## config.mk

```make
export PLATFORM = sky130hd
export DESIGN_NAME = nnsa_div_cell
export DESIGN_NICKNAME = d
export VERILOG_FILES = /design/src/hw/rtl/nnsa_pkg.sv /design/src/hw/rtl/nnsa_div_cell.sv
export SDC_FILE = /design/constraint.sdc
export NUM_CORES = 1
export LEC_CHECK = 0
export BUFFER_PORTS_ARGS = -buffer_cell sky130_fd_sc_hd__buf_2
export CAP_MARGIN = 15
export CORE_ASPECT_RATIO = 0.75
export CORE_MARGIN = 1
export CORE_UTILIZATION = 48
export DETAILED_ROUTE_END_ITERATION = 8
export GPL_ROUTABILITY_DRIVEN = 0
export PLACE_DENSITY = 0.81
export RECOVER_POWER = 50
export SLEW_MARGIN = 20
export SYNTH_ARGS = -nofsm -noshare
export SYNTH_HDL_FRONTEND = slang
export SYNTH_SLANG_ARGS = --single-unit
```

## constraint.sdc

```tcl
create_clock -name clock -period 4.55 [get_ports clock]
set_input_delay 0.2275 -clock clock [delete_from_list [all_inputs] [get_ports clock]]
set_output_delay 0.2275 -clock clock [all_outputs]
set_load 0.05 [all_outputs]
```

## src/hw/rtl/nnsa_pkg.sv

```systemverilog
// Shared types and constants for the nearest-neighbour scale address generator.
// No dependencies; used by the channel interfaces and every module of the block.
package nnsa_pkg;

   // Field widths of the channels and the register file
   localparam int COORD_W  = 13;
   localparam int DIM_W    = 14;
   localparam int STRIDE_W = 17;
   localparam int ADDR_W   = 32;
   localparam int DST_W    = 28;
   localparam int PROD_W   = COORD_W + DIM_W;
   localparam int RPROD_W  = COORD_W + STRIDE_W;

   // Configuration port
   localparam int CSR_AW = 5;
   localparam int CSR_DW = 32;

   typedef enum logic [2:0] {
      REG_SRC_WIDTH     = 3'd0,
      REG_SRC_HEIGHT    = 3'd1,
      REG_SRC_STRIDE    = 3'd2,
      REG_SRC_BASE      = 3'd3,
      REG_TARGET_WIDTH  = 3'd4,
      REG_TARGET_HEIGHT = 3'd5
   } csr_index_type;

   // Register values after reset
   localparam logic [DIM_W-1:0]    RST_SRC_WIDTH     = DIM_W'(1920);
   localparam logic [DIM_W-1:0]    RST_SRC_HEIGHT    = DIM_W'(1080);
   localparam logic [STRIDE_W-1:0] RST_SRC_STRIDE    = STRIDE_W'(7680);
   localparam logic [ADDR_W-1:0]   RST_SRC_BASE      = '0;
   localparam logic [DIM_W-1:0]    RST_TARGET_WIDTH  = DIM_W'(1280);
   localparam logic [DIM_W-1:0]    RST_TARGET_HEIGHT = DIM_W'(720);

   // Side information that rides along the divider chain unchanged
   typedef struct packed {
      logic [DST_W-1:0] dst_offset;
      logic             out_of_range;
      logic             zero_x;
      logic             zero_y;
      logic             sat_x;
      logic             sat_y;
   } side_type;

endpackage

```

## src/hw/rtl/nnsa_div_cell.sv

```systemverilog
// One restoring-division cell: settles quotient bit K for both axes and hands the
// partial remainder to the next cell. Depends on nnsa_pkg.
module nnsa_div_cell #(
   parameter int QW = 13,
   parameter int CW = 27,
   parameter int K  = 0
) (
   input  logic                            clock,
   input  logic                            reset,
   input  logic [nnsa_pkg::DIM_W-1:0]      target_width,
   input  logic [nnsa_pkg::DIM_W-1:0]      target_height,
   input  logic                            in_valid,
   output logic                            in_ready,
   input  logic [CW-1:0]                   in_rem_x,
   input  logic [CW-1:0]                   in_rem_y,
   input  logic [QW-1:0]                   in_q_x,
   input  logic [QW-1:0]                   in_q_y,
   input  nnsa_pkg::side_type              in_side,
   output logic                            out_valid,
   input  logic                            out_ready,
   output logic [CW-1:0]                   out_rem_x,
   output logic [CW-1:0]                   out_rem_y,
   output logic [QW-1:0]                   out_q_x,
   output logic [QW-1:0]                   out_q_y,
   output nnsa_pkg::side_type              out_side
);
   import nnsa_pkg::*;

   logic                valid_ff;
   logic [CW-1:0]       rem_x_ff, rem_y_ff, rem_x_in, rem_y_in;
   logic [QW-1:0]       q_x_ff, q_y_ff, q_x_in, q_y_in;
   side_type            side_ff;
   logic [CW-1:0]       div_x, div_y;

   assign in_ready = !valid_ff || out_ready;

   // Trial subtract of the divisor aligned to this bit position
   always_comb begin
      div_x    = CW'(target_width) << K;
      div_y    = CW'(target_height) << K;
      rem_x_in = in_rem_x;
      rem_y_in = in_rem_y;
      q_x_in   = in_q_x;
      q_y_in   = in_q_y;
      if (in_rem_x >= div_x) begin
         rem_x_in  = in_rem_x - div_x;
         q_x_in[K] = 1'b1;
      end
      if (in_rem_y >= div_y) begin
         rem_y_in  = in_rem_y - div_y;
         q_y_in[K] = 1'b1;
      end
   end

   always_ff @(posedge clock) begin
      if (reset) begin
         valid_ff <= 1'b0;
      end else if (in_ready) begin
         valid_ff <= in_valid;
      end
      if (in_valid && in_ready) begin
         rem_x_ff <= rem_x_in;
         rem_y_ff <= rem_y_in;
         q_x_ff   <= q_x_in;
         q_y_ff   <= q_y_in;
         side_ff  <= in_side;
      end
   end

   assign out_valid = valid_ff;
   assign out_rem_x = rem_x_ff;
   assign out_rem_y = rem_y_ff;
   assign out_q_x   = q_x_ff;
   assign out_q_y   = q_y_ff;
   assign out_side  = side_ff;

endmodule

```

== Word level (Yosys, flattened, before mapping) ==
Cells that the tools add are included.
W data, S select, Z words.

* Reductions and logical operators: 3
* Multiplexer cells: 2
* Order comparisons: 2
* Add/subtract/negate cells: 2

{| class="wikitable"
|+ Operator list
! cell !! number
|-
| $ge A27 B14 Y1 || 2
|-
| $mux W27 || 2
|-
| $sub A27 B14 Y27 || 2
|-
| $logic_and A1 B1 Y1 || 1
|-
| $logic_not A1 Y1 || 1
|-
| $logic_or A1 B1 Y1 || 1
|}

* Output and inout port bits: 115
* Word-level logic and storage cells: 22
* Input port bits: 145
* Bits in registers: 114

== Depth between registers and ports, before layout ==
* Depth after elaboration: 3
* Mapped depth: 12
* Gate-level depth less buffers: 11

== Least setup slack after synthesis ==
No wires, ideal clock.

* Path kind: flip-flop to flip-flop
* Start: register valid_ff, in the netlist out_valid
* End: register q_x_ff[0], in the netlist out_q_x[0], enable pin
* Required time: 4,065 ps
* Clock period less this slack: 4,137 ps
* Stages on the path, launching flop included: 3
* Setup time: 485 ps
* Setup slack: 413 ps
* Buffers on the path: 0
* Arrival: 3,653 ps
* Cell sequence: dfxtp_1 > nand2b_1 > and2_1

* Word-level cells in the longest chain between the ends: 3

{| class="wikitable"
|+ RTL lines
! what !! RTL line !! source
|-
| start: declaration || nnsa_div_cell.sv:29 || <nowiki>logic valid_ff;</nowiki>
|-
| start signal: assignment || nnsa_div_cell.sv:59 || <nowiki>valid_ff <= in_valid;</nowiki>
|-
| $logic_not A1 Y1 || nnsa_div_cell.sv:35 || <nowiki>assign in_ready = !valid_ff || out_ready;</nowiki>
|-
| $logic_or A1 B1 Y1 || nnsa_div_cell.sv:35 ||
|-
| named net in_ready || nnsa_div_cell.sv:13 || <nowiki>output logic in_ready,</nowiki>
|-
| $logic_and A1 B1 Y1 || nnsa_div_cell.sv:61 || <nowiki>if (in_valid && in_ready) begin</nowiki>
|-
| end signal: assignment || nnsa_div_cell.sv:64 || <nowiki>q_x_ff <= q_x_in;</nowiki>
|-
| end: declaration || nnsa_div_cell.sv:31 || <nowiki>logic [QW-1:0] q_x_ff, q_y_ff, q_x_in, q_y_in;</nowiki>
|}

The timed path passes the listed nets, and every way through them passes these cells.
A chain may end at the register's enable or synchronous reset.

== Final worst setup path ==
* Start: input target_width[1] in the netlist's numbering
* End: register rem_x_ff[21], in the netlist out_rem_x[21], data pin

* Word-level cells in the longest chain between the ends: 2
* Elaborated cells between the ends (all ways): 3
* Classes of those cells: add/sub (1); order compare (1); mux (1)

{| class="wikitable"
|+ RTL lines
! what !! RTL line !! source
|-
| start: declaration || nnsa_div_cell.sv:10 || <nowiki>input logic [nnsa_pkg::DIM_W-1:0] target_width,</nowiki>
|-
| $sub A27 B14 Y27 / $ge A27 B14 Y1 (equally long branches) || nnsa_div_cell.sv:46, nnsa_div_cell.sv:45 ||
|-
| $mux W27 * || nnsa_div_cell.sv:45 || <nowiki>if (in_rem_x >= div_x) begin</nowiki>
|-
| named net rem_x_in[21] || nnsa_div_cell.sv:30 || <nowiki>logic [CW-1:0] rem_x_ff, rem_y_ff, rem_x_in, rem_y_in;</nowiki>
|-
| end signal: assignment || nnsa_div_cell.sv:62 || <nowiki>rem_x_ff <= rem_x_in;</nowiki>
|-
| end: declaration || nnsa_div_cell.sv:30 ||
|}

Mark *: on every way through the listed nets, which the timed path passes. The rest lies on a longest branch.

==> flow_metrics.tcl <==
set metrics [dict create \
    status "complete, but fails checks" \
    violations "capacitance limit, slew limit" \
    tns_ps 0 \
    r2r_start "out_valid$_SDFFE_PP0N_" \
    yosysMostFrequentCell "edfxtp_1" \
    crit_slowest_cell "a2111oi_0" \
    worstSkewPairLatency_ps 400 \
    crit_type "in2reg" \
    synth_cell_types 54 \
    cts_root_buf "clkbuf_16" \
    finalCriticalPeriod_ps 2970 \
    p_total_mw 3.29 \
    critPathLaunch "target_width[1]" \
    cts_buffer_depth 2 \
    drive_above_1_share 0.281 \
    drt_wl_total_mm 16.0 \
    num-fill-cells 857 \
    final-seq-area_um2 3410 \
    initial_core_util 0.498 \
    maxSlewHeadroom -0.253 \
    grt_pass1_wl_mm 24.6 \
    num_rows 34 \
    route.detailed.drc 0 \
    portBuffers 259 \
    startpoint_type "input pin" \
    fmax_ghz 0.337 \
    wl_per_cell_um 16.7 \
    hpwl_mm 11.3 \
    yosysTopAreaCellShare 0.582 \
    nNetsFinal 960 \
    synth_cells 464 \
    finClkSkew_ps 5.67 \
    syn_nets 639 \
    worst-path-max-fanout 6 \
    overflow 0 \
    die_height_um 97.4 \
    synth_area_um2 5830 \
    yosysWarnings 0 \
    critical_path.max_stage_delay_ps 620 \
    path_cells "buf_2 -> inv_1 -> ha_1 -> nor2b_1 -> o31a_1 -> or3_1 -> a21oi_1 -> o22ai_1 -> a2111oi_0 -> xor2_1" \
    avgSynthCellArea_um2 12.6 \
    power_density_nw_per_um2 398 \
    min_period_over_period 0.653 \
    synth.area.top_cells "edfxtp_1 58%, ha_1 6.0%, xnor2_1 3.5%" \
    seq_area_frac_synth 0.585 \
    io_pins 260 \
    synthToLayoutAreaGrowth_pct 41.6 \
    multi_input_area_um2 2230 \
    hold_viol 0 \
    num_vias 5012 \
    grt_pass1_vias 4977 \
    crit_arrival_ps 3090 \
    vias_per_cell 5.22 \
    synth-seq-cells 114 \
    slew_violations 33 \
    synth_commonest_cells "113 x edfxtp_1, 35 x inv_1, 34 x a21oi_1, 28 x ha_1, 27 x nand2_1" \
    worst_pin_slew_ps 1880 \
    min_path_type "in2reg" \
    synthFlopType "edfxtp_1" \
    setup_viol 0 \
    grt_usage 0.256 \
    first_pass_iters 7 \
    vdd_drop_max_uv 244 \
    clk_pin_slew_ps 50 \
    antenna_found_initial 0 \
    dr.first_iter.drc_count 266 \
    cts_tree "yes" \
    hold_ws_ps 18.7 \
    htreeDepth 4 \
    synth_top_cell_by_area "edfxtp_1" \
    core_um2 11700 \
    grt_setup_unrepaired "false" \
    hold_start "in_q_x[9]" \
    num_antenna_cells 0 \
    grt_max_degree 50 \
    p_leak_nw 3.44 \
    die_w_um 129 \
    synth_edf_count 113 \
    drtAntennaViolNets 0 \
    numCtsBuffers 17 \
    required_ps 4670 \
    cap_violations 1 \
    cp-end-kind "flip-flop" \
    clkSinkCount 114 \
    die_area_um2 12600 \
    async_flop_share 0 \
]
==> area by class of cell <==
type	count	area share
Clock buffer	17	0.0515
Sequential cell	114	0.413
Clock inverter	15	0.0162
Inverter	35	0.0159
Multi-Input combinational cell	304	0.271
Timing Repair Buffer	313	0.208
Tap cell	162	0.0246
==> worst paths after layout <==
path | depth (start not counted) | slack (ps) | to
min | 1 | 20 | out_q_x[9]$_DFFE_PP_
min reg2reg | 2 | 530 | out_valid$_SDFFE_PP0N_
max reg2reg | 3 | 1590 | out_rem_y[13]$_DFFE_PP_
max | 10 | 1580 | out_rem_x[21]$_DFFE_PP_
==> repair_timing <==
item / in CTS / in global routing
setup buffers: 0 / 0
hold buffers: 48 / 0
endpoints found under the hold margin: 48 / 0
resized for setup: 0 / 0
==> layout by cell type (no fill, tap or decap), types with 4 or more instances in the layout <==
cell             n
nand2b_1         6
inv_6            4
o21ai_0         26
or3_1            8
a211oi_1         4
nand2_1         27
xor2_1          23
mux2_4           6
nand4_1          6
dlygate4sd3_1   48
clkinv_4         4
buf_2          171
nor2b_1          4
nor3_1          12
clkbuf_1        88
nand3_1          5
xnor2_1         23
inv_1           35
o21a_1           4
buf_4            5
edfxtp_1       113
clkbuf_16       17
a21o_1          12
ha_1            28
a21oi_1         34
nor2_1          18
o31ai_1          5
nor4_1           7
==> cell families (layout without fill, tap and decap cells) <==
| logic type | count (synthesis) | in the layout | share of synthesized area |
|---|---|---|---|
| compound gates | 103 | 103 | 0.112 |
| xor+xnor | 46 | 46 | 0.0691 |
| fa+ha+maj | 30 | 30 | 0.0670 |
| buf+inv | 46 | 380 | 0.0348 |
| flops | 114 | 114 | 0.585 |
| mux | 8 | 8 | 0.0193 |
| simple gates | 117 | 117 | 0.113 |
==> layer usage <==
metal	part of all wire	global-route usage	vias up
met2	0.51	0.452	229
met5	0	0	-
met4	0.017	0.0869	0
met1	0.40	0.309	2366
li1	-	-	2393
met3	0.075	0.0523	24
==> stage by stage <==
stage                util  cell area [um^2]  setup slack (ps)  std cells
detailed placement  0.625              7320              1150        879
finish              0.706              8260              1580        960
global placement    0.625              7320              1250        879
CTS                 0.714              8360              1570        959
global route        0.706              8260              1370        960
floorplan               -              5830               413        464
==> state kept, by name, indices dropped and copies added, names as in the netlist <==
register / flops
out_q_x: 13
out_rem_x: 27
out_q_y: 13
out_valid: 1
out_side: 33
out_rem_y: 27
==> critical path, delay by kind of cell <==
family          cells  cell delay [ps]
buf+inv             2              150
compound gates      4             1760
simple gates        2              490
fa+ha+maj           1              320
xor+xnor            1              140
==> where the power goes <==
part	switching (mW)	internal, mW
logic	0.522	0.233
registers	0.0226	1.26
clock network	0.491	0.755
(Power assumes the default switching activity.)
