## src/hw/rtl/nnsa_pkg.sv

```systemverilog
// Shared types and constants for the nearest-neighbour scale address generator.
// No dependencies; used by the channel interfaces and every module of the block.
package nnsa_pkg;

   // Field widths of the channels and the register file
   localparam int COORD_W  = 13;
   localparam int DIM_W    = 14;
   localparam int STRIDE_W = 17;
   localparam int ADDR_W   = 32;
   localparam int DST_W    = 28;
   localparam int PROD_W   = COORD_W + DIM_W;
   localparam int RPROD_W  = COORD_W + STRIDE_W;

   // Configuration port
   localparam int CSR_AW = 5;
   localparam int CSR_DW = 32;

   typedef enum logic [2:0] {
      REG_SRC_WIDTH     = 3'd0,
      REG_SRC_HEIGHT    = 3'd1,
      REG_SRC_STRIDE    = 3'd2,
      REG_SRC_BASE      = 3'd3,
      REG_TARGET_WIDTH  = 3'd4,
      REG_TARGET_HEIGHT = 3'd5
   } csr_index_type;

   // Register values after reset
   localparam logic [DIM_W-1:0]    RST_SRC_WIDTH     = DIM_W'(1920);
   localparam logic [DIM_W-1:0]    RST_SRC_HEIGHT    = DIM_W'(1080);
   localparam logic [STRIDE_W-1:0] RST_SRC_STRIDE    = STRIDE_W'(7680);
   localparam logic [ADDR_W-1:0]   RST_SRC_BASE      = '0;
   localparam logic [DIM_W-1:0]    RST_TARGET_WIDTH  = DIM_W'(1280);
   localparam logic [DIM_W-1:0]    RST_TARGET_HEIGHT = DIM_W'(720);

   // Side information that rides along the divider chain unchanged
   typedef struct packed {
      logic [DST_W-1:0] dst_offset;
      logic             out_of_range;
      logic             zero_x;
      logic             zero_y;
      logic             sat_x;
      logic             sat_y;
   } side_type;

endpackage

```

## src/hw/rtl/nnsa_front.sv

```systemverilog
// Entry stage: scales both coordinates by the source size, sets the saturation,
// zero and out-of-range flags and works out the destination offset. Depends on nnsa_pkg.
module nnsa_front #(
   parameter int QW = 13,
   parameter int CW = 27
) (
   input  logic                            clock,
   input  logic                            reset,
   input  logic [nnsa_pkg::DIM_W-1:0]      img_width,
   input  logic [nnsa_pkg::DIM_W-1:0]      img_height,
   input  logic [nnsa_pkg::DIM_W-1:0]      target_width,
   input  logic [nnsa_pkg::DIM_W-1:0]      target_height,
   input  logic                            in_valid,
   output logic                            in_ready,
   input  logic [nnsa_pkg::COORD_W-1:0]    out_x,
   input  logic [nnsa_pkg::COORD_W-1:0]    out_y,
   output logic                            out_valid,
   input  logic                            out_ready,
   output logic [CW-1:0]                   out_rem_x,
   output logic [CW-1:0]                   out_rem_y,
   output nnsa_pkg::side_type              out_side
);
   import nnsa_pkg::*;

   logic                valid_ff;
   logic [CW-1:0]       rem_x_ff, rem_y_ff, rem_x_in, rem_y_in;
   side_type            side_ff, side_in;
   logic [PROD_W-1:0]   prod_x, prod_y;
   logic [DST_W-1:0]    lin;

   assign in_ready = !valid_ff || out_ready;

   // Scaled coordinates, saturation test against the divisor shifted past the
   // top quotient bit, and the packed output offset
   always_comb begin
      prod_x   = PROD_W'(out_x) * PROD_W'(img_width);
      prod_y   = PROD_W'(out_y) * PROD_W'(img_height);
      rem_x_in = CW'(prod_x);
      rem_y_in = CW'(prod_y);
      lin      = DST_W'(out_y) * DST_W'(target_width) + DST_W'(out_x);
      side_in.dst_offset   = {lin[DST_W-3:0], 2'b00};
      side_in.out_of_range = ({1'b0, out_x} >= target_width) ||
                             ({1'b0, out_y} >= target_height);
      side_in.zero_x       = (img_width == '0) || (target_width == '0);
      side_in.zero_y       = (img_height == '0) || (target_height == '0);
      side_in.sat_x        = rem_x_in >= (CW'(target_width) << QW);
      side_in.sat_y        = rem_y_in >= (CW'(target_height) << QW);
   end

   always_ff @(posedge clock) begin
      if (reset) begin
         valid_ff <= 1'b0;
      end else if (in_ready) begin
         valid_ff <= in_valid;
      end
      if (in_valid && in_ready) begin
         rem_x_ff <= rem_x_in;
         rem_y_ff <= rem_y_in;
         side_ff  <= side_in;
      end
   end

   assign out_valid = valid_ff;
   assign out_rem_x = rem_x_ff;
   assign out_rem_y = rem_y_ff;
   assign out_side  = side_ff;

endmodule

```

## config.mk

```make
export PLATFORM = sky130hd
export DESIGN_NAME = nnsa_front
export DESIGN_NICKNAME = d
export VERILOG_FILES = /design/src/hw/rtl/nnsa_pkg.sv /design/src/hw/rtl/nnsa_front.sv
export SDC_FILE = /design/constraint.sdc
export NUM_CORES = 1
export LEC_CHECK = 0
export ABC_AREA = 1
export BUFFER_PORTS_ARGS = -buffer_cell sky130_fd_sc_hd__buf_2
export CORE_UTILIZATION = 25
export CTS_CLUSTER_SIZE = 30
export DETAILED_ROUTE_END_ITERATION = 10
export PLACE_DENSITY = 0.46
export REMOVE_ABC_BUFFERS = 1
export SLEW_MARGIN = 20
export SYNTH_ARGS = -nofsm -noshare
export SYNTH_HDL_FRONTEND = slang
export SYNTH_SLANG_ARGS = --single-unit
```

## constraint.sdc

```tcl
create_clock -name clock -period 15.7 [get_ports clock]
set_input_delay 0.785 -clock clock [delete_from_list [all_inputs] [get_ports clock]]
set_output_delay 0.785 -clock clock [all_outputs]
set_load 0.01 [all_outputs]
```

; ---- After elaboration in Yosys (flattened, before gate mapping)
; Index checks and enable logic that the tools add are counted.
[totals]
register_bits = 86
word_cells = 27
[classes]
n_addsub = 1
n_reduce_logical = 10
multipliers = 3
n_lt_le_gt_ge = 4
[op_table]
columns = op, count
row1 = $logic_not 14->1, 4
row2 = $ge 27x27->1, 2
row3 = $mul 13x14->27, 2
row4 = $ge 13x14->1, 2
row5 = $add 26x13->26, 1
row6 = $mul 13x14->26, 1
row7 = $logic_or 1x1->1, 4
row8 = $logic_and 1x1->1, 1
row9 = $logic_not 1->1, 1

; ---- Depth between registers and ports, before layout
; Gate-level depths: netlist of run 1.
[depth]
depth_word = 3
mapped_depth = 33
depth_no_buf = 31

; ---- Worst setup path before layout of run 1
; No wires, ideal clock.
[synth_path]
path_kind = input port to flip-flop
from = input port out_y[4] (netlist bit)
to = register side_ff (netlist bit out_side[0]) (data pin)
cell_stages = 28
required_ps = 15570
arrival_time_ps = 6012
setup_time_ps = 130
path_slack_ps = 9558
n_path_buf = 2
cell_sequence = clkbuf_1 -> clkbuf_1 -> nand2_1 -> fa_1 -> fa_1 -> fa_1 -> inv_1 -> fa_1 -> inv_1 -> fa_1 -> inv_1 -> ha_1 -> a21oi_1 -> nor2_1 -> o21ai_0 -> nand2_1 -> nand2_1 -> nand3_1 -> xnor2_1 -> ha_1 -> nand3_1 -> nor3_1 -> nand3_1 -> nor2_1 -> nand2_1 -> nor2_1 -> nand2_1 -> nand2_1
[synth_lines]
columns = element, line
row1 = from (decl), nnsa_front.sv:16  ; input logic [nnsa_pkg::COORD_W-1:0] out_y,
row2 = to (signal assigned), nnsa_front.sv:59  ; side_ff <= side_in;
row3 = to (decl), nnsa_front.sv:27  ; side_type side_ff, side_in;

==> results.tsv, run 1 <==
stage	metric	value	unit
final_layout	fin_nets	3885	
yosys	synth_common_cells	inv_1 (886), nand2_1 (784), fa_1 (404)	
yosys	synth-main-ff-cell	edfxtp_1	
cts	htreeDepth	3	
setup_path	crit_fanout	29	
floorplanning	start_util	25.25	%
final_layout	syn_to_final_growth	10.12	%
yosys	synth_top_area_share	34.27	%
global_routing	antenna_found_initial	8	
timing	timing.final.crit_period	6.534	ns
timing	setup_viol	0	
cts	holdBufCountCts	0	
floorplanning	die-area	0.09564	mm2
floorplanning	core	0.09347	mm2
global_routing	grt_pass1_wl	110100	um
global_routing	track_usage	14.77	%
timing	slew_headroom	39.37	%
placement	portBuffers	172	
status	status	finished clean	
detailed_routing	wl_per_cell	15.35	um
timing	report.final.slew_viol_count	0	
detailed_routing	first_iter_violations	1127	
detailed_routing	firstDrtPassIters	5	
final_layout	multi_input_area	0.01733	mm2
timing	rsz0062_at_grt	false	
timing	tightestPinTransition	0.9094	ns
floorplanning	die_y	309.3	um
cts	cts.clk_slew.worst_paths	0.07	ns
yosys	ys_warn_count	0	
timing	period_share	41.62	%
setup_path	cp-start-kind	primary input	
placement	place_ws	8.819	ns
worst_hold_path	hold_class	reg2reg	
setup_path	cp.required	15.96	ns
placement	hpwl	54330	um
timing	setup_tns	0	ns
floorplanning	die_w	309.3	um
detailed_routing	drt_wl_total	67090	um
yosys	ys_async_sr_fraction	0	%
detailed_routing	ant_nets	0	
global_routing	grt_pass1_vias	19600	
timing	hold_viol_final	0	
timing	fin_ws	9.166	ns
yosys	synth_top_cell_by_area	fa_1	
cts	cts_tree	done	
yosys	netlist_instances	3021	
yosys	ys_seq_area_share	10.90	%
cts	post_cts_buffers	0	
setup_path	worstSetupPathType	in2reg	
timing	fmax	153.1	MHz
cts	clk_path_buf_depth	2	
yosys	synth_area	0.02360	mm2
cts	clk_latency	0.40	ns
final_layout	drive_gt1_share	7.097	%
cts	cts_resized	0	
cts	clock-root-buffer	clkbuf_16	
yosys	netlist-cell-type-count	45	
flow_run	cap_violations	0	
final_layout	final-seq-area	0.002572	mm2
detailed_routing	vias	18600	
global_routing	overflow	0	
global_routing	grt_max_degree	64	
yosys	yosysMostFrequentCell	inv_1	
yosys	ys_ff_latch	86	
cts	cts_made_buffers	9	
yosys	synth_area_leaders	fa_1 (34%), ha_1 (15%), inv_1 (14%)	
detailed_routing	drc	0	
floorplanning	ios	175	
floorplanning	rows	112	
timing	fin_skew	0.02099	ns
placement	gp_congestion	0.9036	
final_layout	fillerInstances	10290	
detailed_routing	routed_via_density	4.253	
yosys	postSynthAreaPerCell	7.812	um2
setup_path	crit_path_end_kind	flop	
cts	clock-sinks	86	
setup_path	worstPathArrival	6.79	ns
yosys	synth-edff-count	85	
## per-layer routing
layer / track usage (%) / wire (um) / vias up
li1: - / - / 9035
met1: 20.95 / 32240 / 9174
met2: 24.41 / 31300 / 340
met3: 1.551 / 2684 / 42
met4: 2.544 / 850 / 4
met5: 0 / 18 / -
## state kept, by name, summed over array words and instances, names as in the netlist
register and cells:
out_side 31, out_rem_x 27, out_rem_y 27, out_valid 1
## placed cells by master (no fill, tap or decap), types with 8 or more instances in the layout
cell type,n
a21oi_1,97
buf_2,172
clkbuf_16,9
edfxtp_1,85
fa_1,404
ha_1,286
inv_1,886
nand2_1,784
nand2_2,8
nand3_1,66
nand4_1,32
nor2_1,92
nor3_1,18
nor4_1,10
o21ai_0,36
o21ai_1,10
o21bai_1,9
xnor2_1,19
xor2_1,35
## cells by family after synthesis
kind of cell             after synthesis  share of synthesized area, %
AO/OA/AOI/OAI                        179                         4.262
AND/OR/NAND/NOR                     1023                         17.52
buffers and inverters                986                         15.73
flip-flops                            86                         10.90
adder cells (fa/ha/maj)              690                         49.43
other                                  1                       0.01589
XOR/XNOR                              56                         2.142
## area by class of cell
type	instances	area share, %
well taps	1254	6.037
multi-input cells	1950	66.68
inverters	889	12.84
diodes	4	0.03852
clock buffers	9	0.8666
clock inverters	7	0.2937
repair buffers	173	3.341
flip-flops and latches	86	9.898
## path summary, 6_finish.rpt
path / end / from / slack, ns / depth (start not counted)
worst min-delay path: out_valid$_SDFFE_PP0N_ / out_valid$_SDFFE_PP0N_ / 0.55 / 2
worst max-delay path: out_side[0]$_DFFE_PP_ / out_y[7] / 9.17 / 27
worst min register to register: out_valid$_SDFFE_PP0N_ / out_valid$_SDFFE_PP0N_ / 0.55 / 2
worst max register to register: out_rem_x[5]$_DFFE_PP_ / out_valid$_SDFFE_PP0N_ / 13.41 / 2
## worst max-delay path: stages
cell	delay, ns
buf_2	0.63
nand2_1	0.20
fa_1	0.49
fa_1	0.47
fa_1	0.54
inv_1	0.05
fa_1	0.49
inv_1	0.05
fa_1	0.48
inv_1	0.04
ha_1	0.34
nand2_1	0.13
nor2_1	0.21
nand2_1	0.10
nand3_2	0.11
nand3_1	0.09
nand2_1	0.11
xor2_1	0.32
ha_1	0.26
inv_1	0.07
nor3_1	0.32
nand3_1	0.12
nor2_1	0.10
nand2_1	0.05
nor2_1	0.08
nand2_1	0.06
nand2_1	0.05
## metrics by stage
stage,cells,hold slack [ns],util (%),cell area (um2)
final,4372,0.5463,27.80,25990
after global routing,4371,0.5592,27.80,25990
after CTS,4368,0.5406,27.79,25980
after detailed placement,4352,0.5346,27.47,25680
after global placement,4352,0.5361,27.47,25680
after floorplan,2925,0.5770,-,23230
Power of run 1 is not shown: default switching activity piles up to over one toggle a cycle in this logic, so the estimate is an artifact.
==> run 2, diff against run 1 <==
==> constraint.sdc (replaced) <==
create_clock -name clock -period 6.1 [get_ports clock]
set_input_delay 0.305 -clock clock [delete_from_list [all_inputs] [get_ports clock]]
set_output_delay 0.305 -clock clock [all_outputs]
set_load 0.01 [all_outputs]
==> results.tsv, run 2 (synthesis gave the netlist of run 1 again) <==
stage	metric	value	unit
final_layout	fin_nets	3999	
final_layout	drive_gt1_share	10.47	%
timing	rsz0062_at_grt	false	
floorplanning	die_y	309.3	um
timing	setup_viol	0	
final_layout	mostFrequentLayoutCells	inv_1 (886), nand2_1 (784), fa_1 (404)	
cts	cts_tree	done	
global_routing	overflow	0	
floorplanning	die-area	0.09564	mm2
floorplanning	core	0.09347	mm2
setup_path	critPathMaxStageDelay	0.55	ns
setup_path	crit_fanout	14	
detailed_routing	firstDrtPassIters	5	
placement	portBuffers	172	
setup_path	cp.required	6.23	ns
floorplanning	die_w	309.3	um
detailed_routing	drc	0	
timing	setup_tns	0	ns
global_routing	grt_pass1_wl	111500	um
final_layout	design_area	0.02688	mm2
status	status	finished clean	
timing	tightestPinTransition	0.9491	ns
cts	clk_path_buf_depth	2	
flow_run	cap_violations	0	
detailed_routing	wl_per_cell	15.39	um
timing	report.final.slew_viol_count	0	
placement	hpwl	59970	um
final_layout	final_common_cell	inv_1	
final_layout	multi_input_area	0.01736	mm2
timing	whs	0.07005	ns
final_layout	largest_reg_flops	31	
global_routing	grt_max_degree	58	
final_layout	final_cells	4486	
cts	clk_latency	0.39	ns
final_layout	final-seq-area	0.002572	mm2
cts	post_cts_buffers	0	
cts	htreeDepth	3	
timing	period_share	93.44	%
placement	gp_congestion	0.8818	
cts	cts_made_buffers	9	
detailed_routing	first_iter_violations	981	
final_layout	fillerInstances	10290	
cts	clock-root-buffer	clkbuf_16	
global_routing	antenna_found_initial	9	
timing	slew_headroom	36.58	%
setup_path	cp-start-kind	primary input	
floorplanning	ios	175	
worst_hold_path	hold_class	in2reg	
floorplanning	rows	112	
detailed_routing	vias	18870	
timing	fin_skew	0.009578	ns
global_routing	track_usage	14.99	%
setup_path	cp_slowest_cell	fa_1	
timing	timing.final.crit_period	5.700	ns
detailed_routing	ant_nets	0	
timing	fmax	175.4	MHz
cts	clock-sinks	86	
floorplanning	start_util	25.25	%
placement	place_area	0.02656	mm2
detailed_routing	routed_via_density	4.206	
timing	hold_viol_final	0	
global_routing	grt_pass1_vias	20170	
setup_path	crit_path_end_kind	flop	
detailed_routing	drt_wl_total	69050	um
setup_path	worstPathArrival	5.83	ns
final_layout	syn_to_final_growth	13.91	%
placement	placed_cells	4466	
cts	cts.clk_slew.worst_paths	0.07	ns
setup_path	worstSetupPathType	in2reg	
## run 2: cell types whose count changed in the layout (fill, tap and decap cells not counted), moves of 2 or more
cell / change
clkinv_4: -2
xor2_1: -3
buf_4: +112
buf_12: +2
buf_2: -3
clkbuf_4: +3
xor2_2: +3
## run 2: path summary, 6_finish.rpt
check | startpoint | end | slack, ns | depth (start not counted)
worst min register to register | out_valid$_SDFFE_PP0N_ | out_valid$_SDFFE_PP0N_ | 0.54 | 2
worst max-delay path | img_width[8] | out_side[1]$_DFFE_PP_ | 0.40 | 29
worst max register to register | out_valid$_SDFFE_PP0N_ | out_side[22]$_DFFE_PP_ | 3.76 | 2
worst min-delay path | reset | out_valid$_SDFFE_PP0N_ | 0.07 | 2
## run 2: per-stage QoR
stage	utilization, %	setup slack (ns)
finish	28.76	0.4003
global route	28.76	0.03882
global placement	28.41	-0.1337
CTS	28.71	0.3125
detailed placement	28.41	-0.09926
floorplan	-	0.8744
## run 2: area by class of cell
cell class                      count  share of cell area (%)
Multi-Input combinational cell   1950                   64.56
Inverter                          889                   12.41
Clock inverter                      7                  0.2094
Antenna cell                        4                 0.03723
Timing Repair Buffer              287                   6.534
Sequential cell                    86                   9.569
Clock buffer                        9                  0.8378
Tap cell                         1254                   5.836
## run 2: critical path, delay by kind of cell
family	cells	cell delay [ns]
AO/OA/AOI/OAI	3	0.46
XOR/XNOR	1	0.25
adder cells (fa/ha/maj)	7	3.17
buffers and inverters	7	0.58
AND/OR/NAND/NOR	11	1.06
## run 2: routing by layer
layer / vias to the layer above / track usage (%) / share of wire, %
li1: 9267 / - / -
met2: 280 / 26.01 / 48
met5: - / 0 / 0.071
met4: 10 / 2.199 / 0.88
met1: 9271 / 20.26 / 47
met3: 39 / 1.817 / 3.6
## run 2: timing repair
item                                   4_1_cts  5_1_grt
setup endpoints to repair                    0        1
hold buffers                                 0        0
endpoints found under the hold margin        0        0
resized for setup                            0        7
Power of run 2 is left out for the same reason.
==> run 3, diff against run 2 <==
--- a/config.mk
+++ b/config.mk
@@ -5,7 +5,7 @@
 export SDC_FILE = /design/constraint.sdc
 export NUM_CORES = 1
 export LEC_CHECK = 0
-export ABC_AREA = 1
+export ABC_AREA = 0
 export BUFFER_PORTS_ARGS = -buffer_cell sky130_fd_sc_hd__buf_2
 export CORE_UTILIZATION = 25
 export CTS_CLUSTER_SIZE = 30
==> results.tsv, run 3 <==
stage	metric	value	unit
status	status	finished with violations	
status	violations	DRC, setup timing	
detailed_routing	routed_via_density	4.281	
timing	report.final.slew_viol_count	0	
placement	portBuffers	172	
worst_hold_path	min-delay-start	reset	
yosys	ys_ff_latch	86	
final_layout	final_common_cell	inv_1	
setup_path	cp_slowest_cell	fa_1	
yosys	synth_top_area_share	36.12	%
cts	cts_made_buffers	9	
timing	slew_headroom	42.91	%
placement	hpwl	56760	um
yosys	postSynthAreaPerCell	9.166	um2
global_routing	overflow	0	
yosys	synth-edff-count	85	
final_layout	drive_gt1_share	21.00	%
timing	fin_skew	0.01347	ns
setup_path	cp.required	6.34	ns
setup_path	crit_path_end_kind	flop	
floorplanning	ios	175	
detailed_routing	wl_per_cell	16.18	um
detailed_routing	firstDrtPassIters	8	
floorplanning	die_w	301.3	um
yosys	synth_area	0.02239	mm2
cts	cts.clk_slew.worst_paths	0.08	ns
yosys	ys_seq_area_share	11.49	%
worst_hold_path	min_path_cells	2	
timing	setup_viol	2	
setup_path	crit_fanout	7	
timing	rsz0062_at_grt	true	
floorplanning	start_util	25.30	%
cts	clock-sinks	86	
setup_path	crit-reg2reg-launch	out_valid$_SDFFE_PP0N_	
yosys	synth_area_leaders	fa_1 (36%), ha_1 (16%), edfxtp_1 (11%)	
setup_path	worstPathArrival	6.59	ns
placement	place_ws	-0.8994	ns
yosys	synth_common_cells	inv_1 (557), fa_1 (404), nand2_1 (339)	
global_routing	antenna_found_initial	1	
timing	timing.final.crit_period	6.347	ns
detailed_routing	drt_wl_total	65240	um
yosys	synth-main-ff-cell	edfxtp_1	
yosys	ys_warn_count	0	
final_layout	fin_nets	3637	
final_layout	syn_to_final_growth	23.90	%
timing	hold_viol_final	0	
placement	gp_congestion	0.8386	
setup_path	r2r-end	out_side[31]$_DFFE_PP_	
final_layout	mostFrequentLayoutCells	inv_1 (555), fa_1 (402), nand2_1 (337)	
global_routing	grt_max_degree	57	
cts	clk_latency	0.38	ns
cts	holdBufCountCts	0	
detailed_routing	vias	17260	
setup_path	cp-start-kind	primary input	
final_layout	largest_reg_flops	31	
floorplanning	core	0.08851	mm2
floorplanning	die_y	301.3	um
detailed_routing	first_iter_violations	785	
setup_path	critPathMaxStageDelay	0.55	ns
global_routing	grt_pass1_vias	18600	
worst_hold_path	whs_endpoint	out_valid$_SDFFE_PP0N_	
yosys	netlist-cell-type-count	71	
cts	clock-root-buffer	clkbuf_16	
setup_path	ff2ff_path_depth	3	
worst_hold_path	hold_class	in2reg	
detailed_routing	drc	50	
timing	fmax	157.5	MHz
global_routing	track_usage	15.04	%
cts	clk_path_buf_depth	2	
yosys	yosysMostFrequentCell	inv_1	
timing	period_share	104.1	%
setup_path	r2r_setup_slack	4.10	ns
cts	cts_tree	done	
global_routing	grt_pass1_wl	105300	um
cts	htreeDepth	3	
detailed_routing	ant_nets	0	
setup_path	worstSetupPathType	in2reg	
timing	tightestPinTransition	0.8564	ns
yosys	synth_top_cell_by_area	fa_1	
yosys	netlist_instances	2443	
floorplanning	die-area	0.09077	mm2
flow_run	cap_violations	0	
timing	fin_ws	-0.2473	ns
floorplanning	rows	109	
setup_path	cpMostUsedCell	fa_1	
yosys	ys_async_sr_fraction	0	%
==> run 3: logic make-up after synthesis <==
logic type      count (synthesis)  share of synthesized area [%]
xor+xnor                       67                          2.621
buf+inv                       656                          11.07
simple gates                  716                          15.81
fa+ha+maj                     690                          52.10
compound gates                226                          6.840
flops                          86                          11.49
other cells                     1                        0.01675
mux                             1                        0.05029
==> run 3: repair_timing <==
action                     in CTS  in global routing
pin swaps                      48                 31
gates cloned                    0                  0
buffers inserted                9                  4
setup endpoints to repair       2                  5
resized for setup              65                 33
==> run 3: through the flow <==
| stage | hold WS [ns] | util (%) | cells | instance area, um2 | setup TNS [ns] |
|---|---|---|---|---|---|
| 6_report | 0.08190 | 31.34 | 4032 | 27740 | -0.2899 |
| 3_5_place_dp | 0.4664 | 30.36 | 4002 | 26870 | -3.373 |
| 4_1_cts | 0.04124 | 31.11 | 4027 | 27540 | -0.3074 |
| 5_1_grt | 0.05611 | 31.34 | 4031 | 27740 | -0.7673 |
| 3_3_place_gp | 0.4617 | 30.36 | 4002 | 26870 | -2.991 |
| 2_1_floorplan | 0.3741 | - | 2345 | 22010 | -0.3813 |
==> run 3: worst max path at each step <==
stage                  start               endpoint  slack [ns]  cells after the start
2_1_floorplan  img_width[10]  out_side[1]$_DFFE_PP_       -0.30                     26
3_3_place_gp        out_x[1]  out_side[1]$_DFFE_PP_       -0.77                     28
3_5_place_dp        out_x[1]  out_side[1]$_DFFE_PP_       -0.90                     27
4_1_cts             out_x[1]  out_side[1]$_DFFE_PP_       -0.31                     27
5_1_grt         img_width[8]  out_side[1]$_DFFE_PP_       -0.53                     29
6_report            out_x[1]  out_side[1]$_DFFE_PP_       -0.25                     27
==> run 3: layer usage <==
layer	up-vias	global-route usage, %	share of wire [%]
met5	-	0	0
met4	0	2.333	0.96
met3	26	1.628	4.0
met2	273	25.85	50
met1	8631	20.55	46
li1	8333	-	-
==> run 3: layout make-up <==
type                       count  area [um2]
clock inverter                 7       57.56
sequential                    86        2572
clock buffer                   9       225.2
tap                         1165        1458
timing repair buffer         505        3563
antenna                        1       2.502
inverter                     557        2091
multi-input combinational   1702       17770
fill                        9391       60770
==> run 3: worst max-delay path, delay by kind of cell <==
family          cells  cell delay (ns)
fa+ha+maj           7             3.00
compound gates      8             1.28
buf+inv             5             0.34
simple gates        7             1.66
Power of run 3 is left out for the same reason.
