**config.mk**
```make
export PLATFORM = sky130hd
export DESIGN_NAME = nnsa_addr
export DESIGN_NICKNAME = d
export VERILOG_FILES = /design/src/hw/rtl/nnsa_pkg.sv /design/src/hw/rtl/nnsa_addr.sv
export SDC_FILE = /design/constraint.sdc
export NUM_CORES = 1
export LEC_CHECK = 0
export BUFFER_PORTS_ARGS = -buffer_cell sky130_fd_sc_hd__clkbuf_2
export CORE_MARGIN = 4
export CORE_UTILIZATION = 54
export CTS_CLUSTER_SIZE = 8
export DETAILED_ROUTE_END_ITERATION = 10
export PLACE_DENSITY = 0.79
export SETUP_SLACK_MARGIN = 0.1
export SKIP_LAST_GASP = 1
export SLEW_MARGIN = 30
export SYNTH_ARGS = -nofsm -noshare
export SYNTH_HDL_FRONTEND = slang
export SYNTH_SLANG_ARGS = --single-unit
```
**constraint.sdc**
```tcl
create_clock -name clock -period 10.6 [get_ports clock]
set_input_delay 2.12 -clock clock [delete_from_list [all_inputs] [get_ports clock]]
set_output_delay 2.12 -clock clock [all_outputs]
set_load 0.05 [all_outputs]
```
**src/hw/rtl/nnsa_pkg.sv**
```systemverilog
// Shared types and constants for the nearest-neighbour scale address generator.
// No dependencies; used by the channel interfaces and every module of the block.
package nnsa_pkg;

   // Field widths of the channels and the register file
   localparam int COORD_W  = 13;
   localparam int DIM_W    = 14;
   localparam int STRIDE_W = 17;
   localparam int ADDR_W   = 32;
   localparam int DST_W    = 28;
   localparam int PROD_W   = COORD_W + DIM_W;
   localparam int RPROD_W  = COORD_W + STRIDE_W;

   // Configuration port
   localparam int CSR_AW = 5;
   localparam int CSR_DW = 32;

   typedef enum logic [2:0] {
      REG_SRC_WIDTH     = 3'd0,
      REG_SRC_HEIGHT    = 3'd1,
      REG_SRC_STRIDE    = 3'd2,
      REG_SRC_BASE      = 3'd3,
      REG_TARGET_WIDTH  = 3'd4,
      REG_TARGET_HEIGHT = 3'd5
   } csr_index_type;

   // Register values after reset
   localparam logic [DIM_W-1:0]    RST_SRC_WIDTH     = DIM_W'(1920);
   localparam logic [DIM_W-1:0]    RST_SRC_HEIGHT    = DIM_W'(1080);
   localparam logic [STRIDE_W-1:0] RST_SRC_STRIDE    = STRIDE_W'(7680);
   localparam logic [ADDR_W-1:0]   RST_SRC_BASE      = '0;
   localparam logic [DIM_W-1:0]    RST_TARGET_WIDTH  = DIM_W'(1280);
   localparam logic [DIM_W-1:0]    RST_TARGET_HEIGHT = DIM_W'(720);

   // Side information that rides along the divider chain unchanged
   typedef struct packed {
      logic [DST_W-1:0] dst_offset;
      logic             out_of_range;
      logic             zero_x;
      logic             zero_y;
      logic             sat_x;
      logic             sat_y;
   } side_type;

endpackage

```
**src/hw/rtl/nnsa_addr.sv**
```systemverilog
// Tail of the pipeline: clamps the quotients to the source size, multiplies the
// row by the stride, then adds base and column. Depends on nnsa_pkg.
module nnsa_addr #(
   parameter int MAX_DIM = 8192,
   parameter int QW      = 13
) (
   input  logic                            clock,
   input  logic                            reset,
   input  logic [nnsa_pkg::DIM_W-1:0]      img_width,
   input  logic [nnsa_pkg::DIM_W-1:0]      img_height,
   input  logic [nnsa_pkg::STRIDE_W-1:0]   src_stride,
   input  logic [nnsa_pkg::ADDR_W-1:0]     src_base,
   input  logic                            in_valid,
   output logic                            in_ready,
   input  logic [QW-1:0]                   in_q_x,
   input  logic [QW-1:0]                   in_q_y,
   input  nnsa_pkg::side_type              in_side,
   output logic                            out_valid,
   input  logic                            out_ready,
   output logic [nnsa_pkg::COORD_W-1:0]    src_col,
   output logic [nnsa_pkg::COORD_W-1:0]    src_row,
   output logic [nnsa_pkg::ADDR_W-1:0]     src_address,
   output logic [nnsa_pkg::DST_W-1:0]      dst_offset,
   output logic                            out_of_range
);
   import nnsa_pkg::*;

   // Clamp arithmetic width: holds MAX_DIM and any 14-bit source size
   localparam int LW = ((QW > DIM_W) ? QW : DIM_W) + 1;
   localparam logic [LW-1:0] MAX_LIM = LW'(MAX_DIM);

   logic                 a_valid_ff, b_valid_ff, a_ready;
   logic [COORD_W-1:0]   a_col_ff, a_row_ff, b_col_ff, b_row_ff, col_in, row_in;
   logic [RPROD_W-1:0]   a_rprod_ff, rprod_in;
   logic [DST_W-1:0]     a_dst_ff, b_dst_ff;
   logic                 a_oor_ff, b_oor_ff;
   logic [ADDR_W-1:0]    b_addr_ff, addr_in;
   logic [LW-1:0]        lim_x, lim_y, last_x, last_y, qx, qy, cx, cy;

   assign a_ready  = !b_valid_ff || out_ready;
   assign in_ready = !a_valid_ff || a_ready;

   // Clamp to min(source size, MAX_DIM) - 1, zero when an axis is degenerate
   always_comb begin
      lim_x  = (LW'(img_width) > MAX_LIM) ? MAX_LIM : LW'(img_width);
      lim_y  = (LW'(img_height) > MAX_LIM) ? MAX_LIM : LW'(img_height);
      last_x = lim_x - LW'(1);
      last_y = lim_y - LW'(1);
      qx     = LW'(in_q_x);
      qy     = LW'(in_q_y);
      if (in_side.zero_x) begin
         cx = '0;
      end else if (in_side.sat_x || (qx > last_x)) begin
         cx = last_x;
      end else begin
         cx = qx;
      end
      if (in_side.zero_y) begin
         cy = '0;
      end else if (in_side.sat_y || (qy > last_y)) begin
         cy = last_y;
      end else begin
         cy = qy;
      end
      col_in   = cx[COORD_W-1:0];
      row_in   = cy[COORD_W-1:0];
      rprod_in = RPROD_W'(row_in) * RPROD_W'(src_stride);
   end

   // Final address sum wraps at 32 bits
   assign addr_in = src_base + ADDR_W'(a_rprod_ff) + ADDR_W'({a_col_ff, 2'b00});

   always_ff @(posedge clock) begin
      if (reset) begin
         a_valid_ff <= 1'b0;
         b_valid_ff <= 1'b0;
      end else begin
         if (in_ready) begin
            a_valid_ff <= in_valid;
         end
         if (a_ready) begin
            b_valid_ff <= a_valid_ff;
         end
      end
      if (in_valid && in_ready) begin
         a_col_ff   <= col_in;
         a_row_ff   <= row_in;
         a_rprod_ff <= rprod_in;
         a_dst_ff   <= in_side.dst_offset;
         a_oor_ff   <= in_side.out_of_range;
      end
      if (a_valid_ff && a_ready) begin
         b_col_ff  <= a_col_ff;
         b_row_ff  <= a_row_ff;
         b_addr_ff <= addr_in;
         b_dst_ff  <= a_dst_ff;
         b_oor_ff  <= a_oor_ff;
      end
   end

   assign out_valid    = b_valid_ff;
   assign src_col      = b_col_ff;
   assign src_row      = b_row_ff;
   assign src_address  = b_addr_ff;
   assign dst_offset   = b_dst_ff;
   assign out_of_range = b_oor_ff;

endmodule

```
Word-level counts from Yosys, hierarchy flattened
Index checks and enable logic that the tools add are counted.

Bits in registers: 174. Output and inout bits: 89.

Multipliers: 1. Reduce and logical (&&, ||, !) cells: 8. $add $sub $neg: 4. $lt $le $gt $ge: 4. Multiplexer cells: 5.

Operators with widths (number): 13-bit 2-to-1 mux (3); 32-bit by 15-bit adder with 32-bit output (1); 32-bit by 30-bit adder with 32-bit output (1); 13-bit by 15-bit greater-than comparator with 1-bit output (2); 13-bit by 17-bit multiplier with 30-bit output (1); 14-bit by 1-bit subtractor with 15-bit output (second input constant) (2); 14-bit greater-than comparator (second input constant) (2); 14-bit 2-to-1 mux (2); 1-bit logical OR (4); 1-bit logical AND (2); 1-bit logical NOT (2).

Logic depth before layout (Yosys ltp)
Gate-level depths: netlist of the first run.

Depth after elaboration: 8. Gate-level depth with buffers: 42.

Worst setup path before layout of the first run
Ideal clock, no wire load.

Kind: input -> register. From: input port img_height[0] in the netlist's numbering. To: register a_rprod_ff[29], data pin. Setup slack: 243 ps. Arrival: 10098 ps. Path buffers: 2. Stages: 38. Cells stage by stage: nor3_2 > nand4_1 > o21ai_1 > nand2_1 > ha_1 > o21a_1 > nand2_2 > o311ai_0 > o21ai_0 > inv_1 > ha_1 > nand3_1 > nor2_1 > a211oi_1 > a311oi_2 > or2_1 > buf_6 > mux2_4 > (+2 left out) > fa_1 > fa_1 > inv_1 > fa_1 > fa_1 > inv_1 > fa_1 > inv_1 > ha_1 > and3_1 > and2_1 > o21ai_0 > nor2_1 > o211ai_1 > nand3b_1 > a221o_1 > a21oi_1 > xnor2_1.

Word-level cells in the longest chain between the ends: 8.

RTL lines: from (decl) (RTL line nnsa_addr.sv:10) `input logic [nnsa_pkg::DIM_W-1:0] img_height,`; 14-bit greater-than comparator (RTL line nnsa_addr.sv:46) `lim_y = (LW'(img_height) > MAX_LIM) ? MAX_LIM : LW'(img_height);`; 14-bit 2-to-1 mux * (RTL line nnsa_addr.sv:46); 14-bit by 1-bit subtractor with 15-bit output * (RTL line nnsa_addr.sv:48) `last_y = lim_y - LW'(1);`; 13-bit by 15-bit greater-than comparator with 1-bit output (RTL line nnsa_addr.sv:60) `end else if (in_side.sat_y || (qy > last_y)) begin`; 1-bit logical OR (RTL line nnsa_addr.sv:60); 13-bit 2-to-1 mux * (RTL line nnsa_addr.sv:60); 13-bit 2-to-1 mux * (RTL line nnsa_addr.sv:58) `if (in_side.zero_y) begin`; 13-bit by 17-bit multiplier with 30-bit output * (RTL line nnsa_addr.sv:67) `rprod_in = RPROD_W'(row_in) * RPROD_W'(src_stride);`; named net rprod_in[29] (RTL line nnsa_addr.sv:34) `logic [RPROD_W-1:0] a_rprod_ff, rprod_in;`; to (signal assigned) (RTL line nnsa_addr.sv:88) `a_rprod_ff <= rprod_in;`; to (decl) (RTL line nnsa_addr.sv:34).

The timed path passes the listed nets; every way through them passes the cells marked *. A chain may end at the register's enable or synchronous reset.

Final worst setup path of the first run
From: input port img_height[6] in the netlist's numbering. To: register a_rprod_ff[29], data pin.

Same word-level chain as after synthesis.

==> results of run 1 <==
## layout by cell type (no fill, tap or decap), types with 4 or more instances in the layout
cell type | synthesis | final
sky130_fd_sc_hd__a211oi_1 | 13 | 10
sky130_fd_sc_hd__a211oi_2 | 1 | 4
sky130_fd_sc_hd__a21boi_0 | 4 | 4
sky130_fd_sc_hd__a21o_1 | 25 | 25
sky130_fd_sc_hd__a21oi_1 | 60 | 54
sky130_fd_sc_hd__a21oi_2 | 0 | 6
sky130_fd_sc_hd__a31oi_1 | 8 | 8
sky130_fd_sc_hd__and2_1 | 11 | 10
sky130_fd_sc_hd__and3_1 | 9 | 7
sky130_fd_sc_hd__buf_4 | 3 | 38
sky130_fd_sc_hd__buf_6 | 5 | 5
sky130_fd_sc_hd__clkbuf_16 | 0 | 17
sky130_fd_sc_hd__clkbuf_2 | 0 | 228
sky130_fd_sc_hd__clkinv_8 | 0 | 5
sky130_fd_sc_hd__edfxtp_1 | 172 | 172
sky130_fd_sc_hd__fa_1 | 179 | 178
sky130_fd_sc_hd__ha_1 | 150 | 148
sky130_fd_sc_hd__inv_1 | 262 | 262
sky130_fd_sc_hd__mux2_2 | 3 | 6
sky130_fd_sc_hd__mux2_4 | 5 | 6
sky130_fd_sc_hd__mux2i_1 | 7 | 7
sky130_fd_sc_hd__nand2_1 | 152 | 150
sky130_fd_sc_hd__nand2b_1 | 32 | 32
sky130_fd_sc_hd__nand3_1 | 13 | 13
sky130_fd_sc_hd__nand4_1 | 4 | 4
sky130_fd_sc_hd__nor2_1 | 162 | 161
sky130_fd_sc_hd__nor2b_1 | 36 | 35
sky130_fd_sc_hd__nor3_1 | 15 | 15
sky130_fd_sc_hd__o21a_1 | 12 | 11
sky130_fd_sc_hd__o21ai_0 | 49 | 43
sky130_fd_sc_hd__o21ai_1 | 5 | 7
sky130_fd_sc_hd__o21ai_2 | 3 | 7
sky130_fd_sc_hd__o21bai_1 | 7 | 7
sky130_fd_sc_hd__or2_2 | 9 | 9
sky130_fd_sc_hd__xnor2_1 | 46 | 46
sky130_fd_sc_hd__xor2_1 | 12 | 12
## per-layer routing
metal  wire length, um  vias to the layer above  GRT usage, %
li1                  -                     5634             -
met1             16900                     5799          32.9
met2             18500                      561          38.9
met3              3310                       81          4.76
met4              1120                        0          7.32
met5                 0                        -             0
## area by class of cell
class                   count  area (um2)  area share [%]
inverters                 262         983            5.27
clock inverters            15         171           0.919
repair buffers            276        1560            8.38
clock buffers              17         425            2.28
multi-input cells        1086        9820            52.7
flip-flops and latches    174        5200            27.9
well taps                 384         480            2.58
## logic make-up (layout without fill, tap and decap cells)
logic type | after synthesis | in the layout
flops | 174 | 174
compound gates | 216 | 217
mux | 15 | 19
xor+xnor | 58 | 58
simple gates | 463 | 463
fa+ha+maj | 329 | 329
buf+inv | 295 | 570
## synthesized netlist by cell type, drive strengths merged, types with 3 or more instances
library cell | number | area share [%]
inv | 262 | 6.1
fa | 179 | 22
edfxtp | 172 | 32
nor2 | 162 | 3.8
nand2 | 153 | 3.6
ha | 150 | 12
a21oi | 60 | 1.9
o21ai | 58 | 2.0
xnor2 | 46 | 2.5
nor2b | 36 | 1.4
nand2b | 32 | 1.2
a21o | 25 | 1.2
buf | 20 | 0.84
nor3 | 16 | 0.53
a211oi | 14 | 0.69
clkbuf | 13 | 0.30
nand3 | 13 | 0.41
o21a | 12 | 0.56
xor2 | 12 | 0.66
and2 | 11 | 0.43
or2 | 10 | 0.39
a31oi | 9 | 0.39
and3 | 9 | 0.35
mux2 | 8 | 0.68
mux2i | 7 | 0.44
o21bai | 7 | 0.33
a21boi | 4 | 0.19
nand4 | 4 | 0.16
nor4 | 4 | 0.25
a311oi | 3 | 0.20
or3 | 3 | 0.12
## power breakdown
group	switching [mW]	internal (mW)
logic	1.74	1.23
clock network	0.290	0.317
registers	0.0457	1.03
total	2.08	2.58
## repair_timing
| item | in CTS | in global routing |
|---|---|---|
| gates resized for setup | 0 | 41 |
| endpoints found under the setup margin | 0 | 11 |
| hold endpoints to repair | 0 | 0 |
| hold buffers | 0 | 0 |
| setup buffers | 0 | 16 |
## registers in the layout (all words and copies together) (netlist names)
name	flops
a_valid_ff	1
src_row	13
out_valid	1
a_row_ff	13
a_dst_ff	28
out_of_range	1
a_oor_ff	1
a_col_ff	13
src_col	13
a_rprod_ff	30
src_address	32
dst_offset	28
## worst max-delay path, delay by kind of cell
kind / cells / cell delay [ns]
fa+ha+maj: 8 / 3.30
compound gates: 12 / 2.22
simple gates: 11 / 1.75
buf+inv: 9 / 0.80
xor+xnor: 1 / 0.08
## worst max-delay path by stage
stage	depth (start not counted)	slack [ns]	start	to
finish	41	0.50	img_height[6]	a_rprod_ff[29]
global placement	39	0.01	img_height[6]	a_rprod_ff[29]
floorplan	38	0.24	img_height[0]	a_rprod_ff[29]
detailed placement	39	-0.23	img_height[6]	a_rprod_ff[29]
CTS	39	0.22	img_height[6]	a_rprod_ff[29]
global route	41	0.07	img_height[6]	a_rprod_ff[29]
## metrics by stage
| step | setup slack (ns) | hold slack (ns) |
|---|---|---|
| after floorplan | 0.243 | 0.400 |
| after global placement | 0.00983 | 0.400 |
| after detailed placement | -0.234 | 0.405 |
| after CTS | 0.220 | 0.418 |
| after global routing | 0.0707 | 0.416 |
| final | 0.495 | 0.414 |
==> implementation parameters, run 1 <==
Parameter                              Value

STA
  Minimum clock period ... 10.10 ns
  Slew Limit Fails ... 0
  Highest achievable clock rate ... 0.0990 GHz
  Final total negative setup slack ... 0 ns
  Setup repair after global routing missed its margin ... false
  Number of setup violations in the final report ... 0
  Final critical-path share of the clock period ... 95.3%
  Worst slew margin relative to its limit ... 39.6%
  Final Hold Viols ... 0
  Worst clock skew on the final layout ... 0.0200 ns
  Tightest Pin Transition ... 0.904 ns

Synth
  Post-synth EDFFs ... 172
  Post-Synth Simple-Gate Area ... 13.2%
  Arithmetic-cell share of the synthesized area counting full adders, half adders and majority gates ... 34.1%
  Mux share of post-synthesis cell area ... 1.12%
  Area of the mapped netlist ... 16,000 um2
  Number of cells produced by synthesis ... 1,550
  Unique masters post-synth ... 69
  Total nets after synthesis ... 2,019
  Yosys synthesis warning count ... 0
  Proportion of synthesized flip-flops having asynchronous set or reset ... 0%
  Compound-gate portion of the synthesized area ... 8.66%
  Largest family of logic cells by synthesized area ... adder cells
  Synth Area in XOR/XNOR ... 3.17%
  Total of flip-flops plus latches after synthesis ... 174
  Synth Area per Inst ... 10.3 um2
  Sequential element share of the synthesized area ... 32.5%
  Predominant post-synthesis flop cell ... sky130_fd_sc_hd__edfxtp_1

Critical path
  Required time of the worst setup path ... 10.77 ns
  Worst r2r dst ... src_address[31]
  Largest stage delay on the critical path ... 0.54 ns
  Reg2reg start ... a_rprod_ff[1]
  Startpoint type of the worst setup path ... input pin
  Endpoint class of the critical path ... flip-flop
  Worst R2R Path Depth ... 12
  Slowest stage cell on the critical path ... sky130_fd_sc_hd__fa_1
  Worst endpoint data arrival time ... 10.28 ns
  Class of the most critical setup path ... input pin to flip-flop
  Biggest fanout along the worst timing path ... 12
  R2R setup slack ... 6.85 ns

Power
  Total Power Consumption ... 4.66 mW
  Cell Pwr Density ... 250 nW/um2
  IR Drop Worst-Case VDD ... 0.203 mV
  Leakage power ... 8.91 nW

Placement
  Post-detail-place hpwl ... 31,300 um
  Placer Congestion ... 0.924
  Count of port buffers added during placement ... 228
  Post-place instance area ... 17,700 um2
  Placed Cells incl. Taps ... 2,160

Route
  Final wirelength ... 39,900 um
  Vias per inst ... 5.45
  Starting DRC count in detailed routing ... 942
  DRC violations left ... 0
  Mean routed wirelength per cell ... 18.0 um
  Antenna viol nets, final ... 0
  Total number of vias ... 12.1k
  Length of the first detailed-routing pass in iterations ... 5

Global routing
  Number of global-route vias before repair ... 12.3k
  Number of antenna violations at the first check in global routing ... 0
  Largest net degree at the start of global routing ... 86
  Global route overflow ... 0
  Wire length of the first global-routing pass ... 63,300 um
  Overall Global Routing Usage ... 24.0%

Final layout
  N_diodes ... 0
  Filler cells ... 2,317
  Synth-to-layout area growth ... 16.4%
  Nets@finish ... 2,286
  Final design area excluding fillers ... 18,700 um2
  Non-filler instance count after layout ... 2,214
  Final design utilization ... 64.3%
  Share of post-route cells with drive strength above 1 ... 20.3%

Clock tree
  Maximum count of clock buffers along a single path ... 2
  Clock slew at reported path FFs ... 0.07 ns
  TritonCTS Buffers ... 17
  H-Tree Level Count ... 4
  Clock tree root driver cell ... sky130_fd_sc_hd__clkbuf_16
  Worst skew pair latency ... 0.43 ns
  CTS tree ... done
  Count of clock tree sinks ... 174

Hold path
  Worst Hold Path Cells ... 0
  WHS Endpoint ... dst_offset[12]
  Hold wc startpoint ... a_dst_ff[12]
  Class of the tightest hold or removal check ... flip-flop to flip-flop

Floorplan
  Die Outline Area ... 32,500 um2
  Width of the chip ... 180 um
  Site row count ... 62
  Initial Utilization ... 55.2%
  Floorplan Core Area ... 29,000 um2
  Die height ... 180 um
  Number of I/O pins ... 229

Flow run
  Max-cap violation count ... 0

Outcome
  Status ... complete, no violations
Power figures use the tool's default switching activity.
==> run 2, diff against run 1 <==
--- a/config.mk
+++ b/config.mk
@@ -7,10 +7,12 @@
 export LEC_CHECK = 0
 export BUFFER_PORTS_ARGS = -buffer_cell sky130_fd_sc_hd__clkbuf_2
 export CORE_MARGIN = 4
-export CORE_UTILIZATION = 54
+export CORE_UTILIZATION = 55
+export CTS_BUF_LIST = sky130_fd_sc_hd__clkbuf_8
 export CTS_CLUSTER_SIZE = 8
 export DETAILED_ROUTE_END_ITERATION = 10
-export PLACE_DENSITY = 0.79
+export PLACE_DENSITY = 0.8
+export REMOVE_ABC_BUFFERS = 1
 export SETUP_SLACK_MARGIN = 0.1
 export SKIP_LAST_GASP = 1
 export SLEW_MARGIN = 30
==> run 2 against run 1 <==
Die area down 1.7%. Global-route usage up 0.32 points. Cell area down 1.6%. Combinational power about the same. Sequential cell count unchanged. Critical endpoint is now a_rprod_ff[27]. Highest routed layer unchanged.
==> implementation parameters, run 2 (synthesized netlist as in run 1, its figures left out) <==
Parameter                              Value

Outcome
  Status ... complete, no violations (unchanged)

Final layout
  Filler cells ... 2,336 (was 2,317)
  Synth-to-layout area growth ... 14.6% (was 16.4%)
  Share of post-route cells with drive strength above 1 ... 19.2% (was 20.3%)
  N_diodes ... 0 (unchanged)
  Number of flip-flops in the largest register ... 32 (unchanged)
  Multi-input logic area ... 9730 um2 (was 9820 um2)
  Leading cell type in the layout, fill and taps excluded ... sky130_fd_sc_hd__inv_1 (unchanged)
  Register area ... 5200 um2 (unchanged)
  Top library cells by usage in the layout, fill and taps aside ... sky130_fd_sc_hd__inv_1 (262), sky130_fd_sc_hd__clkbuf_2 (228), sky130_fd_sc_hd__fa_1 (178) (unchanged)
  Nets@finish ... 2,277 (was 2,286)
  Non-filler instance count after layout ... 2,204 (was 2,214)

Floorplan
  Number of I/O pins ... 229 (unchanged)
  Die height ... 179 um (was 180 um)
  Die Outline Area ... 31,900 um2 (was 32,500 um2)
  Floorplan Core Area ... 28,700 um2 (was 29,000 um2)
  Site row count ... 62 (unchanged)
  Width of the chip ... 179 um (was 180 um)
  Initial Utilization ... 55.8% (was 55.2%)

Critical path
  Class of the most critical setup path ... input pin to flip-flop (unchanged)
  Worst endpoint data arrival time ... 10.33 ns (was 10.28 ns)
  Largest stage delay on the critical path ... 0.55 ns (was 0.54 ns)
  Endpoint class of the critical path ... flip-flop (unchanged)
  Biggest fanout along the worst timing path ... 18 (was 12)
  Startpoint type of the worst setup path ... input pin (unchanged)
  Required time of the worst setup path ... 10.82 ns (was 10.77 ns)
  R2R setup slack ... 6.86 ns (was 6.85 ns)
  Slowest stage cell on the critical path ... sky130_fd_sc_hd__fa_1 (unchanged)

Route
  Antenna viol nets, final ... 0 (unchanged)
  Starting DRC count in detailed routing ... 712 (was 942)
  Vias per inst ... 5.34 (was 5.45)
  DRC violations left ... 0 (unchanged)
  Final wirelength ... 38,000 um (was 39,900 um)
  Total number of vias ... 11.8k (was 12.1k)
  Mean routed wirelength per cell ... 17.3 um (was 18.0 um)
  Length of the first detailed-routing pass in iterations ... 9 (was 5)

Power
  Cell Pwr Density ... 246 nW/um2 (was 250 nW/um2)
  IR Drop Worst-Case VDD ... 0.152 mV (was 0.203 mV)
  Leakage power ... 8.79 nW (was 8.91 nW)

Global routing
  Global route overflow ... 0 (unchanged)
  Number of global-route vias before repair ... 12.1k (was 12.3k)
  Largest net degree at the start of global routing ... 88 (was 86)
  Wire length of the first global-routing pass ... 60,600 um (was 63,300 um)
  Overall Global Routing Usage ... 24.3% (was 24.0%)
  Number of antenna violations at the first check in global routing ... 0 (unchanged)

STA
  Slew Limit Fails ... 0 (unchanged)
  Minimum clock period ... 10.10 ns (about the same)
  Worst clock skew on the final layout ... 0.0154 ns (was 0.0200 ns)
  Tightest Pin Transition ... 0.895 ns (was 0.904 ns)
  Highest achievable clock rate ... 0.0990 GHz (about the same)
  Final WS setup ... 0.495 ns (about the same)
  Worst slew margin relative to its limit ... 40.2% (was 39.6%)
  Setup repair after global routing missed its margin ... false (unchanged)
  Final critical-path share of the clock period ... 95.3% (about the same)
  Number of setup violations in the final report ... 0 (unchanged)
  Worst Hold Margin ... 0.419 ns (was 0.414 ns)
  Final total negative setup slack ... 0 ns (unchanged)
  Final Hold Viols ... 0 (unchanged)

Placement
  Setup WS pre-CTS ... -0.276 ns (was -0.234 ns)
  Count of port buffers added during placement ... 228 (unchanged)
  Post-detail-place hpwl ... 31,200 um (was 31,300 um)
  Placed Cells incl. Taps ... 2,166 (was 2,160)
  Placer Congestion ... 0.951 (was 0.924)

Clock tree
  H-Tree Level Count ... 4 (unchanged)
  TritonCTS Buffers ... 17 (unchanged)
  Worst skew pair latency ... 0.46 ns (was 0.43 ns)
  Clock slew at reported path FFs ... 0.09 ns (was 0.07 ns)
  Clock tree root driver cell ... sky130_fd_sc_hd__clkbuf_8 (was sky130_fd_sc_hd__clkbuf_16)
  Maximum count of clock buffers along a single path ... 2 (unchanged)
  Count of clock tree sinks ... 174 (unchanged)
  CTS tree ... done (unchanged)

Flow run
  Max-cap violation count ... 0 (unchanged)

Hold path
  Class of the tightest hold or removal check ... flip-flop to flip-flop (unchanged)
## run 2: cell types whose count changed in the layout (fill, tap and decap cells not counted), moves of 3 or more
cell	before	now
sky130_fd_sc_hd__clkinv_8	5	0
sky130_fd_sc_hd__clkbuf_8	0	17
sky130_fd_sc_hd__clkbuf_16	17	0
sky130_fd_sc_hd__buf_6	5	2
sky130_fd_sc_hd__a21oi_2	6	2
sky130_fd_sc_hd__bufinv_16	0	3
sky130_fd_sc_hd__a21oi_1	54	58
## run 2: path summary, 6_finish.rpt
path                               startpoint               to  depth (start not counted)
worst max-delay path            img_height[5]   a_rprod_ff[27]                         43
worst min-delay path              a_dst_ff[8]    dst_offset[8]                          0
worst max register to register  a_rprod_ff[3]  src_address[23]                         11
worst min register to register    a_dst_ff[8]    dst_offset[8]                          0
## run 2: routing by layer
metal,up-vias,share of wire (%),global-route usage [%]
met3,70,8.5,5.59
met5,-,0,0
met4,0,2.5,7.71
met1,5624,41,31.8
li1,5600,-,-
met2,480,48,40.3
## run 2: where the power goes
group          switching (mW)  total (mW)  internal (mW)
clock                   0.243       0.480          0.237
combinational            1.70        2.96           1.26
sequential             0.0452        1.07           1.03
total                    1.99        4.51           2.52
## run 2: timing repair
action	CTS	global route
hold buffers	0	0
buffers inserted	0	6
gates resized for setup	0	20
endpoints found under the setup margin	0	9
## run 2: layout make-up
type / count / area share (%)
inverters: 262 / 5.36
clock inverters: 14 / 0.988
flip-flops and latches: 174 / 28.4
clock buffers: 17 / 1.27
repair buffers: 271 / 8.40
multi-input cells: 1082 / 53.0
well taps: 384 / 2.62
## run 2: worst max-delay path: cells and delay by family
family / cells / cell delay, ns
compound gates: 13 / 2.17
fa+ha+maj: 8 / 3.26
simple gates: 12 / 1.79
buf+inv: 9 / 0.88
xor+xnor: 1 / 0.09
## run 2: through the flow
stage,instance area (um2),total power [mW],utilization [%]
global placement,17800,3.87,62.0
detailed placement,17800,3.97,62.1
floorplan,15800,3.23,-
CTS,18200,4.46,63.5
global route,18400,4.96,64.0
finish,18400,4.51,64.0
